**src/hdl/lbr_pkg.sv**
```systemverilog
// lbr_pkg: shared constants, types and command/status structs for the
// bounded random generator core. No dependencies.
`default_nettype none

package lbr_pkg;

  // field widths
  localparam int unsigned DataW  = 32;
  localparam int unsigned DrawW  = 15;
  localparam int unsigned IdxW   = 4;
  localparam int unsigned InTdW  = 64;
  localparam int unsigned OutTdW = 48;

  // generator constants
  localparam logic [DataW-1:0] LcgMul    = 32'd214013;
  localparam logic [DataW-1:0] LcgAdd    = 32'd2531011;
  localparam int unsigned      DrawShift = 16;

  // last remainder step index
  localparam logic [IdxW-1:0] DivLast = IdxW'(DrawW - 1);

  // controller to datapath commands
  typedef struct packed {
    logic            load_in;
    logic            setup;
    logic            step_gen;
    logic            div_step;
    logic [IdxW-1:0] div_idx;
    logic            load_out;
  } ctrl_cmd_t;

  // datapath to controller status
  typedef struct packed {
    logic span_zero;
  } dp_status_t;

endpackage

`default_nettype wire

```
**src/hdl/lbr_datapath.sv**
```systemverilog
// lbr_datapath: generator state, bound ordering, span, restoring remainder
// and result clamp. Depends on lbr_pkg.
`default_nettype none

module lbr_datapath (
  input  wire logic                        clk_i,
  input  wire logic                        rst_ni,
  input  wire logic                        cfg_wr_en_i,
  input  wire logic [lbr_pkg::DataW-1:0]   cfg_wr_data_i,
  input  wire logic [lbr_pkg::DataW-1:0]   bound_a_i,
  input  wire logic [lbr_pkg::DataW-1:0]   bound_b_i,
  input  wire lbr_pkg::ctrl_cmd_t          cmd_i,
  output lbr_pkg::dp_status_t              status_o,
  output logic      [lbr_pkg::DataW-1:0]   value_o,
  output logic      [lbr_pkg::DrawW-1:0]   raw_draw_o,
  output logic                             drew_o
);

  logic [lbr_pkg::DataW-1:0] gen_q, gen_d;
  logic [lbr_pkg::DataW-1:0] prod_q;
  logic [lbr_pkg::DataW-1:0] lo_q, hi_q;
  logic [lbr_pkg::DrawW-1:0] mag_q;
  logic                      big_q;
  logic                      zero_q;
  logic [lbr_pkg::DrawW-1:0] draw_q;
  logic [lbr_pkg::DrawW-1:0] rem_q, rem_d;
  logic [lbr_pkg::DataW-1:0] value_q, value_d;
  logic [lbr_pkg::DrawW-1:0] raw_q, raw_d;
  logic                      drew_q, drew_d;

  logic                      b_lt_a;
  logic [lbr_pkg::DataW-1:0] span;
  logic [lbr_pkg::DataW-1:0] mag_full;
  logic [lbr_pkg::DrawW:0]   partial;
  logic [lbr_pkg::DrawW:0]   partial_sub;
  logic [lbr_pkg::DrawW-1:0] rem_sel;
  logic [lbr_pkg::DataW-1:0] sum;

  // bound ordering and span
  assign b_lt_a   = $signed(bound_b_i) < $signed(bound_a_i);
  assign span     = hi_q - lo_q + lbr_pkg::DataW'(1);
  assign mag_full = span[lbr_pkg::DataW-1] ? (lbr_pkg::DataW'(0) - span) : span;
  assign status_o.span_zero = (span == '0);

  // generator next state
  assign gen_d = prod_q + lbr_pkg::LcgAdd;

  // one restoring remainder step, draw bits msb first
  assign partial     = {rem_q, draw_q[cmd_i.div_idx]};
  assign partial_sub = partial - {1'b0, mag_q};
  always_comb begin
    if (partial >= {1'b0, mag_q}) begin
      rem_d = partial_sub[lbr_pkg::DrawW-1:0];
    end else begin
      rem_d = partial[lbr_pkg::DrawW-1:0];
    end
  end

  // offset by low bound and clamp to the bounds
  assign rem_sel = big_q ? draw_q : rem_q;
  assign sum     = lo_q + {{(lbr_pkg::DataW - lbr_pkg::DrawW){1'b0}}, rem_sel};
  always_comb begin
    if (zero_q) begin
      value_d = '0;
      raw_d   = '0;
      drew_d  = 1'b0;
    end else begin
      raw_d  = draw_q;
      drew_d = 1'b1;
      if ($signed(sum) < $signed(lo_q)) begin
        value_d = lo_q;
      end else if ($signed(hi_q) < $signed(sum)) begin
        value_d = hi_q;
      end else begin
        value_d = sum;
      end
    end
  end

  // generator state: seed reload or step
  always_ff @(posedge clk_i or negedge rst_ni) begin
    if (!rst_ni) begin
      gen_q <= '0;
    end else if (cfg_wr_en_i) begin
      gen_q <= cfg_wr_data_i;
    end else if (cmd_i.step_gen) begin
      gen_q <= gen_d;
    end
  end

  // payload registers
  always_ff @(posedge clk_i) begin
    if (cmd_i.load_in) begin
      lo_q   <= b_lt_a ? bound_b_i : bound_a_i;
      hi_q   <= b_lt_a ? bound_a_i : bound_b_i;
      prod_q <= gen_q * lbr_pkg::LcgMul;
    end
    if (cmd_i.setup) begin
      mag_q  <= mag_full[lbr_pkg::DrawW-1:0];
      big_q  <= |mag_full[lbr_pkg::DataW-1:lbr_pkg::DrawW];
      zero_q <= status_o.span_zero;
    end
    if (cmd_i.step_gen) begin
      draw_q <= gen_d[lbr_pkg::DrawShift +: lbr_pkg::DrawW];
      rem_q  <= '0;
    end else if (cmd_i.div_step) begin
      rem_q  <= rem_d;
    end
    if (cmd_i.load_out) begin
      value_q <= value_d;
      raw_q   <= raw_d;
      drew_q  <= drew_d;
    end
  end

  assign value_o    = value_q;
  assign raw_draw_o = raw_q;
  assign drew_o     = drew_q;

  // generator state moves only on a seed write or a step
  gen_moves_a: assert property (@(posedge clk_i) disable iff (!rst_ni)
    !$stable(gen_q) |-> $past(cfg_wr_en_i) || $past(cmd_i.step_gen))
    else $error("generator state changed without step or seed write");

  // remainder stays below the divisor while dividing a span that fits the draw width
  rem_range_a: assert property (@(posedge clk_i) disable iff (!rst_ni)
    cmd_i.div_step && !big_q |-> rem_q < mag_q)
    else $error("partial remainder not below divisor");

  // a no-draw result carries zero value and draw
  zero_out_a: assert property (@(posedge clk_i) disable iff (!rst_ni)
    cmd_i.load_out && zero_q |=> value_q == '0 && raw_q == '0)
    else $error("zero span result not zero");

endmodule

`default_nettype wire

```
**src/hdl/lbr_ctrl.sv**
```systemverilog
// lbr_ctrl: sequencing state machine and output valid for the bounded
// random core. Depends on lbr_pkg.
`default_nettype none

module lbr_ctrl (
  input  wire logic                 clk_i,
  input  wire logic                 rst_ni,
  input  wire logic                 in_valid_i,
  output logic                      in_ready_o,
  output logic                      out_valid_o,
  input  wire logic                 out_ready_i,
  input  wire lbr_pkg::dp_status_t  status_i,
  output lbr_pkg::ctrl_cmd_t        cmd_o
);

  localparam logic [2:0] StIdle  = 3'd0;
  localparam logic [2:0] StSetup = 3'd1;
  localparam logic [2:0] StGen   = 3'd2;
  localparam logic [2:0] StDiv   = 3'd3;
  localparam logic [2:0] StDone  = 3'd4;

  logic [2:0]              state_q, state_d;
  logic [lbr_pkg::IdxW-1:0] cnt_q, cnt_d;
  logic                    out_valid_q, out_valid_d;

  // next state and commands
  always_comb begin
    state_d     = state_q;
    cnt_d       = cnt_q;
    out_valid_d = out_valid_q;
    cmd_o       = '0;
    if (out_valid_q && out_ready_i) begin
      out_valid_d = 1'b0;
    end
    unique case (state_q)
      StIdle: begin
        if (in_valid_i) begin
          cmd_o.load_in = 1'b1;
          state_d       = StSetup;
        end
      end
      StSetup: begin
        cmd_o.setup = 1'b1;
        state_d     = status_i.span_zero ? StDone : StGen;
      end
      StGen: begin
        cmd_o.step_gen = 1'b1;
        cnt_d          = '0;
        state_d        = StDiv;
      end
      StDiv: begin
        cmd_o.div_step = 1'b1;
        cmd_o.div_idx  = lbr_pkg::DivLast - cnt_q;
        if (cnt_q == lbr_pkg::DivLast) begin
          state_d = StDone;
        end else begin
          cnt_d = cnt_q + lbr_pkg::IdxW'(1);
        end
      end
      StDone: begin
        if (!out_valid_q || out_ready_i) begin
          cmd_o.load_out = 1'b1;
          out_valid_d    = 1'b1;
          state_d        = StIdle;
        end
      end
      default: begin
        state_d = StIdle;
      end
    endcase
  end

  // control registers
  always_ff @(posedge clk_i or negedge rst_ni) begin
    if (!rst_ni) begin
      state_q     <= StIdle;
      cnt_q       <= '0;
      out_valid_q <= 1'b0;
    end else begin
      state_q     <= state_d;
      cnt_q       <= cnt_d;
      out_valid_q <= out_valid_d;
    end
  end

  assign in_ready_o  = (state_q == StIdle);
  assign out_valid_o = out_valid_q;

  // step counter never runs past the last draw bit
  cnt_range_a: assert property (@(posedge clk_i) disable iff (!rst_ni)
    state_q == StDiv |-> cnt_q <= lbr_pkg::DivLast)
    else $error("remainder step counter out of range");

  // output register is loaded only when its slot is free
  no_overwrite_a: assert property (@(posedge clk_i) disable iff (!rst_ni)
    cmd_o.load_out |-> !out_valid_q || out_ready_i)
    else $error("result overwritten before transfer");

  // an accepted transfer starts setup on the next cycle
  accept_setup_a: assert property (@(posedge clk_i) disable iff (!rst_ni)
    in_valid_i && in_ready_o |=> state_q == StSetup)
    else $error("accepted transfer did not start setup");

endmodule

`default_nettype wire

```
**src/hdl/lcg_bounded_random_core.sv**
```systemverilog
// lcg_bounded_random_core: top level of the bounded random generator.
// Instantiates lbr_ctrl and lbr_datapath; depends on lbr_pkg.
//
// channel   dir  signals                         contents
// s_axis    in   tvalid tready tdata[63:0]       bound_a, bound_b
// m_axis    out  tvalid tready tdata[47:0] tuser value, raw_draw / drew
// cfg       in   cfg_wr_en cfg_wr_data[31:0]     seed_value
//
// an item with a nonzero span passes through setup, a generator step, the
// one-bit-per-cycle restoring remainder unit and the output load
// a full-range item (span wraps to zero) skips the draw
// the result sits in an output register, so the next item is accepted and
// worked on while the previous result waits on m_axis_tready_i
// reset clears the generator state to zero; a seed write reloads it

`default_nettype none

module lcg_bounded_random_core (
  input  wire logic                         clk_i,
  input  wire logic                         rst_ni,
  // seed register write
  input  wire logic                         cfg_wr_en_i,
  input  wire logic [lbr_pkg::DataW-1:0]    cfg_wr_data_i,
  // request stream
  input  wire logic                         s_axis_tvalid_i,
  output logic                              s_axis_tready_o,
  input  wire logic [lbr_pkg::InTdW-1:0]    s_axis_tdata_i,  // bound_a, bound_b
  // result stream
  output logic                              m_axis_tvalid_o,
  input  wire logic                         m_axis_tready_i,
  output logic      [lbr_pkg::OutTdW-1:0]   m_axis_tdata_o,  // value, raw_draw, zero pad
  output logic                              m_axis_tuser_o   // drew
);

  lbr_pkg::ctrl_cmd_t        cmd;
  lbr_pkg::dp_status_t       status;
  logic [lbr_pkg::DataW-1:0] value;
  logic [lbr_pkg::DrawW-1:0] raw_draw;
  logic                      drew;

  // sequencer
  lbr_ctrl u_ctrl (
    .clk_i       (clk_i),
    .rst_ni      (rst_ni),
    .in_valid_i  (s_axis_tvalid_i),
    .in_ready_o  (s_axis_tready_o),
    .out_valid_o (m_axis_tvalid_o),
    .out_ready_i (m_axis_tready_i),
    .status_i    (status),
    .cmd_o       (cmd)
  );

  // arithmetic and result registers
  lbr_datapath u_datapath (
    .clk_i         (clk_i),
    .rst_ni        (rst_ni),
    .cfg_wr_en_i   (cfg_wr_en_i),
    .cfg_wr_data_i (cfg_wr_data_i),
    .bound_a_i     (s_axis_tdata_i[lbr_pkg::DataW-1:0]),
    .bound_b_i     (s_axis_tdata_i[2*lbr_pkg::DataW-1:lbr_pkg::DataW]),
    .cmd_i         (cmd),
    .status_o      (status),
    .value_o       (value),
    .raw_draw_o    (raw_draw),
    .drew_o        (drew)
  );

  // pack result transfer
  assign m_axis_tdata_o = {{(lbr_pkg::OutTdW - lbr_pkg::DataW - lbr_pkg::DrawW){1'b0}},
                           raw_draw, value};
  assign m_axis_tuser_o = drew;

endmodule

`default_nettype wire

```
**config.mk**
```make
export PLATFORM = sky130hd
export DESIGN_NAME = lcg_bounded_random_core
export DESIGN_NICKNAME = d
export VERILOG_FILES = /design/src/hdl/lbr_pkg.sv /design/src/hdl/lbr_datapath.sv /design/src/hdl/lbr_ctrl.sv /design/src/hdl/lcg_bounded_random_core.sv
export SDC_FILE = /design/constraint.sdc
export NUM_CORES = 1
export LEC_CHECK = 0
export BUFFER_PORTS_ARGS = -buffer_cell sky130_fd_sc_hd__buf_2
export CORE_UTILIZATION = 40
export DETAILED_ROUTE_END_ITERATION = 10
export PLACE_DENSITY = 0.68
export SETUP_SLACK_MARGIN = 0.2
export SLEW_MARGIN = 0
export SYNTH_ARGS = -nofsm -noshare
export SYNTH_HDL_FRONTEND = slang
export SYNTH_SLANG_ARGS = --single-unit
```
**constraint.sdc**
```tcl
create_clock -name clk_i -period 10.55 [get_ports clk_i]
set_clock_uncertainty 0.2 [all_clocks]
set_input_delay 1.5825 -clock clk_i [delete_from_list [all_inputs] [get_ports clk_i]]
set_output_delay 1.5825 -clock clk_i [all_outputs]
set_load 0.005 [all_outputs]
```
# After elaboration in Yosys (flattened, before gate mapping)
# Index checks and enable logic that the tools add are counted.
# totals
reg_bits	231
input_bits	101
out_inout_bits	51
word_cells	77
# classes
add_sub_neg	8
multipliers	1
order_cmp	5
eq_ne	9
mux	29
reduce_logical	10
# op_table
cell	n
$mux 32	7
$lt 32x32->1	3
$add 32x1->32 const B	1
$add 32x15->32	1
$add 32x22->32 const B	1
$logic_not 32->1	1
$mul 32x18->32 const B	1
$sub 1x32->32 const A	1
$sub 32x32->32	1
$mux 15	2
$reduce_or 17->1	1
$ge 16x15->1	1
$pmux 3 s5	1
$sub 15x15->15	1
$mux 3	4
$mux 1	11
$pmux 4 s2	1
$eq 3x2->1 const B	2
$lt 4x5->1 const B	1
$mux 5	1
$add 4x1->4 const B	1
$bmux 1 s4	1
$eq 4x4->1 const B	1
$mux 4	1
other kinds (12)	15

# Logic depth before layout (Yosys ltp)
# depth
depth_word	6
ltp_mapped	35
ltp_nobuf	31

# By module
# A second synthesis with hierarchy kept.
# hier_totals
cells_unflattened	2427
hier_area_um2	24125.6
# by_module_without_submodules
mod	n_inst	cells_per_inst	area_per_inst_um2	seq_area_each_um2
lbr_datapath	1	2361	23571.4	6331.1
lbr_ctrl	1	64	543.0	200.2
lcg_bounded_random_core	1	2	11.3	0.0

# Least setup slack after synthesis
# OpenSTA, ideal clock, no wires.
# synth_timing
path_kind	register to register
from	register u_datapath.big_q
to	register u_datapath.value_q (netlist bit u_datapath.value_o[31]), data pin
setup_time_ns	0.257
arrival_ns	5.896
required_ns	10.093
slack_ns	4.197
stages_incl_launch_ff	32
n_path_buf	4
period_less_slack_ns	6.353
path_cell_list	edfxtp_1 -> clkbuf_1 -> clkbuf_1 -> o21ai_0 -> ha_1 -> fa_1 -> a21o_1 -> a21oi_1 -> o21bai_1 -> a21oi_1 -> nor2b_1 -> o2111ai_1 -> a21boi_0 -> o21ai_0 -> a21oi_1 -> a21oi_1 -> nor2_1 -> ha_1 -> ha_1 -> a21oi_1 -> nor2b_1 -> o21ai_0 -> nand2b_1 -> a21oi_1 -> o21ai_0 -> a21oi_1 -> o32ai_1 -> clkbuf_1 -> clkbuf_1 -> nor2_1 -> o221ai_1 -> nor2_1
# synth_via
elab_chain_cells	5
word_cells_on_any_way	6
classes_between	1 x add/sub; 2 x order compare; 3 x mux
# synth_rtl
item	line	text
start: declaration	lbr_datapath.sv:23	logic big_q;
start signal: assignment	lbr_datapath.sv:100	big_q <= |mag_full[lbr_pkg::DataW-1:lbr_pkg::DrawW];
$mux 15 *	lbr_datapath.sv:60	assign rem_sel = big_q ? draw_q : rem_q;
$add 32x15->32 *	lbr_datapath.sv:61	assign sum = lo_q + {{(lbr_pkg::DataW - lbr_pkg::DrawW){1'b0}}, rem_sel};
$lt 32x32->1	lbr_datapath.sv:72	end else if ($signed(hi_q) < $signed(sum)) begin
$mux 32	lbr_datapath.sv:72	
$mux 32 *	lbr_datapath.sv:70	if ($signed(sum) < $signed(lo_q)) begin
end signal: assignment	lbr_datapath.sv:110	value_q <= value_d;
end: declaration	lbr_datapath.sv:27	logic [lbr_pkg::DataW-1:0] value_q, value_d;
# Every way passes the cells marked *; elsewhere a longest branch is shown, timed or not.
# A chain may end at the register's enable or synchronous reset.

# Worst setup path after layout
# layout_timing
from	register u_datapath.big_q
to	register u_datapath.value_q (netlist bit u_datapath.value_o[2]), data pin
# The elaborated chain is that of the path after synthesis.

==> reports/results.md <==
### Synthesis
- proportion of synthesized flip-flops having asynchronous set or reset: 0.170
- post-synthesis instance area: 23700 um2
- synthesized net count: 3000
- register bit count reported by yosys: 229
- gate count of the mapped netlist: 2421
- Netlist cell types: 79
- warning count from the yosys run: 0
- Avg Synthesized Cell Area: 9.81 um2
- sequential fraction of the synthesis area: 0.275
- number of enable-type register cells in the synthesized netlist: 175
- dominant register cell in the synthesized netlist: sky130_fd_sc_hd__edfxtp_1

### Setup path
- largest fanout of any net on the critical path: 50
- Worst Path Arrival: 7.87 ns
- CP Launch Type: flop
- source of the worst register-to-register timing path: u_datapath.big_q
- worst setup path class: flop to flop
- R2R depth: 24
- Req. time, crit path: 10.75 ns
- destination of the critical timing path: u_datapath.value_o[2]
- setup slack of the most critical reg-to-reg path: 2.89 ns
- CP Capture Type: flop
- Worst Setup SP: u_datapath.big_q
- worst reg2reg path endpoint: u_datapath.value_o[2]

### STA
- Final period util: 0.726
- setup total negative slack: 0 ns
- final critical path time including I/O delays and setup: 7.66 ns
- worst slew margin relative to its limit: 0.288
- RSZ-0062 raised after global routing: false
- count of endpoints failing setup in the final report: 0
- Final Max Slew Viols: 0
- timing-limited maximum frequency: 0.131 GHz
- number of endpoints with negative hold slack in the final report: 0
- Least-Margin Pin Slew: 1.07 ns

### Placement
- post-placement cell count: 3283
- half-perimeter wire length after placement: 48.9 mm
- quantity of I/O buffers inserted on ports: 149
- RePlAce Congestion: 0.962
- area of placed instances: 25300 um2

### Die
- Die H: 246 um
- chip width: 246 um
- die area: 60300 um2
- area of the core: 58100 um2
- initial core utilization: 0.408
- total number of placement rows: 88
- io pins: 152

### Drt
- final antenna-violating net count: 0
- total wire length: 60.5 mm
- drt first pass iters: 6
- average wire per standard cell: 18.2 um
- Vias: 18000
- Initial DRC Count: 1061
- Remaining DRCs: 0
- vias per cell: 5.40

### Finish
- layout cell share with drive strength beyond 1: 0.122
- antenna diode count: 0
- most frequent standard cell in the layout excluding fill and tap cells: sky130_fd_sc_hd__inv_1
- highest-count cells in the layout ignoring fill and taps: sky130_fd_sc_hd__inv_1 (355), sky130_fd_sc_hd__ha_1 (298), sky130_fd_sc_hd__fa_1 (180)
- area of all placed cells without fillers: 26300 um2
- final std cells w/o fill: 3334
- Area growth syn-to-layout: 10.6%
- fill cell count: 5544
- NumNets Final: 3127

### Global route
- via count of the first global-routing pass: 18200
- largest net degree at the start of global routing: 63
- antenna violations before repair: 1
- global-route wire length before repair: 96.8 mm
- global-route total usage across every layer: 0.203
- GRT overflow: 0

### Clock tree
- clock latency on the worst-skew pair: 0.57 ns
- total number of clock tree sinks: 229
- number of hold-repair buffers added at the cts stage: 0
- Max Root-Sink Buffers: 3
- H-Tree Level Count: 1
- CTS tree: built
- total clock buffers created by CTS: 28
- clock-pin transition on the worst setup and hold timing paths: 0.06 ns
- # Post-CTS Setup Buffers: 0
- Clock Tree Root: sky130_fd_sc_hd__clkbuf_16
- post-cts gate resize count: 0

### Flow run
- number of max-cap violations: 0

### Run status
- result of the run: complete, no violations

### Worst hold path
- path class of the lowest-slack min-delay path: flop to flop
- min-delay src: u_datapath.rem_q[6]

-- cell usage after synthesis (all sizes together), types with 4 or more instances --
| library cell | number | share of area |
|---|---|---|
| o22ai | 5 | 0.0013 |
| fa | 180 | 0.15 |
| nand4 | 29 | 0.0076 |
| nor3 | 44 | 0.010 |
| nor2b | 40 | 0.011 |
| nor4 | 10 | 0.0029 |
| dfrtp | 39 | 0.041 |
| nand4b | 5 | 0.0018 |
| nand2 | 128 | 0.020 |
| nor2 | 170 | 0.027 |
| mux2i | 36 | 0.015 |
| dfxtp | 15 | 0.013 |
| xnor2 | 89 | 0.033 |
| or3 | 18 | 0.0050 |
| a21o | 58 | 0.018 |
| a211o | 6 | 0.0022 |
| and4 | 6 | 0.0022 |
| o31ai | 7 | 0.0022 |
| o32ai | 4 | 0.0015 |
| nand3 | 32 | 0.0067 |
| a22oi | 4 | 0.0013 |
| and2 | 10 | 0.0026 |
| a211oi | 46 | 0.015 |
| xor2 | 50 | 0.018 |
| o31a | 5 | 0.0018 |
| o22a | 5 | 0.0018 |
| and3 | 18 | 0.0047 |
| ha | 298 | 0.16 |
| a31oi | 12 | 0.0032 |
| o21bai | 11 | 0.0035 |
| a21oi | 125 | 0.026 |
| o2111ai | 8 | 0.0030 |
| edfxtp | 175 | 0.22 |
| o211ai | 4 | 0.0013 |
| o21a | 19 | 0.0060 |
| inv | 356 | 0.056 |
| clkbuf | 61 | 0.0096 |
| or2 | 7 | 0.0018 |
| o21ai | 127 | 0.027 |
| nand2b | 22 | 0.0058 |
| mux2 | 85 | 0.040 |
| a21boi | 5 | 0.0016 |
-- worst max-delay path, stage by stage (launching register included) --
cell and delay [ns]:
sky130_fd_sc_hd__edfxtp_1 0.85, sky130_fd_sc_hd__o21ai_0 0.25, sky130_fd_sc_hd__ha_1 0.31, sky130_fd_sc_hd__fa_1 0.45, sky130_fd_sc_hd__a21o_1 0.19, sky130_fd_sc_hd__a21oi_1 0.24
sky130_fd_sc_hd__o21bai_1 0.09, sky130_fd_sc_hd__a21oi_1 0.26, sky130_fd_sc_hd__nor2b_1 0.11, sky130_fd_sc_hd__o2111ai_1 0.25, sky130_fd_sc_hd__a21boi_0 0.17, sky130_fd_sc_hd__o21ai_0 0.27
sky130_fd_sc_hd__a21oi_1 0.14, sky130_fd_sc_hd__xor2_1 0.21, sky130_fd_sc_hd__ha_1 0.34, sky130_fd_sc_hd__o2111ai_1 0.15, sky130_fd_sc_hd__a311oi_1 0.39, sky130_fd_sc_hd__or3_1 0.16
sky130_fd_sc_hd__mux2i_1 0.08, sky130_fd_sc_hd__nor4_1 0.45, sky130_fd_sc_hd__a211o_1 0.18, sky130_fd_sc_hd__o2111ai_1 0.37, sky130_fd_sc_hd__nand2_2 0.90, sky130_fd_sc_hd__o211ai_1 0.20
sky130_fd_sc_hd__a21oi_1 0.24
-- layer usage --
layer,global-route usage,vias up,routed length [um]
met5,0,-,13
met2,0.334,416,28100
met4,0.0559,2,1490
met1,0.280,8826,27800
met3,0.0250,89,3060
li1,-,8672,-
-- sequential cells by signal (all words and copies together), names as in the netlist --
register	flops
u_ctrl.out_valid_o	1
u_datapath.mag_q	15
u_datapath.zero_q	1
u_datapath.draw_q	15
u_ctrl.state_q	3
u_ctrl.cnt_q	4
u_datapath.value_o	32
u_datapath.big_q	1
u_datapath.gen_q	31
u_datapath.lo_q	32
u_datapath.drew_o	1
u_datapath.hi_q	32
u_datapath.rem_q	15
u_datapath.prod_q	31
u_datapath.raw_draw_o	15
-- kinds of logic (layout without fill, tap and decap cells) --
family	Yosys count	count (layout)	share of synthesized area
simple gates	552	552	0.113
compound gates	481	481	0.129
fa+ha+maj	478	478	0.309
buf+inv	419	567	0.0664
flops	229	229	0.275
xor+xnor	139	139	0.0513
mux	122	122	0.0564
other cells	1	1	0.000158
-- layout make-up --
cell class | count | area (um2) | area share
multi-input cells | 1773 | 15700 | 0.597
flip-flops and latches | 229 | 6530 | 0.249
inverters | 356 | 1340 | 0.0509
well taps | 765 | 957 | 0.0364
repair buffers | 160 | 828 | 0.0315
clock buffers | 33 | 751 | 0.0286
clock inverters | 18 | 175 | 0.00667
-- worst min path at each step --
stage | endpoint | slack, ns | depth (start not counted)
after floorplan | u_datapath.rem_q[1] | 0.26 | 2
after global placement | u_datapath.rem_q[1] | 0.29 | 2
after detailed placement | u_ctrl.cnt_q[3] | 0.32 | 1
after CTS | u_ctrl.cnt_q[3] | 0.34 | 1
after global routing | u_datapath.rem_q[10] | 0.36 | 2
final | u_datapath.rem_q[6] | 0.34 | 2
-- per-stage QoR --
stage / setup WS [ns] / hold slack [ns] / utilization
floorplan: 4.20 / 0.260 / -
global placement: 3.11 / 0.289 / 0.436
detailed placement: 3.01 / 0.324 / 0.436
CTS: 2.93 / 0.335 / 0.452
global route: 2.42 / 0.361 / 0.452
finish: 2.89 / 0.337 / 0.452
Power is left out: the tool's default activity adds up to more than one toggle a clock period on the data nets, which glitch-free logic cannot reach.
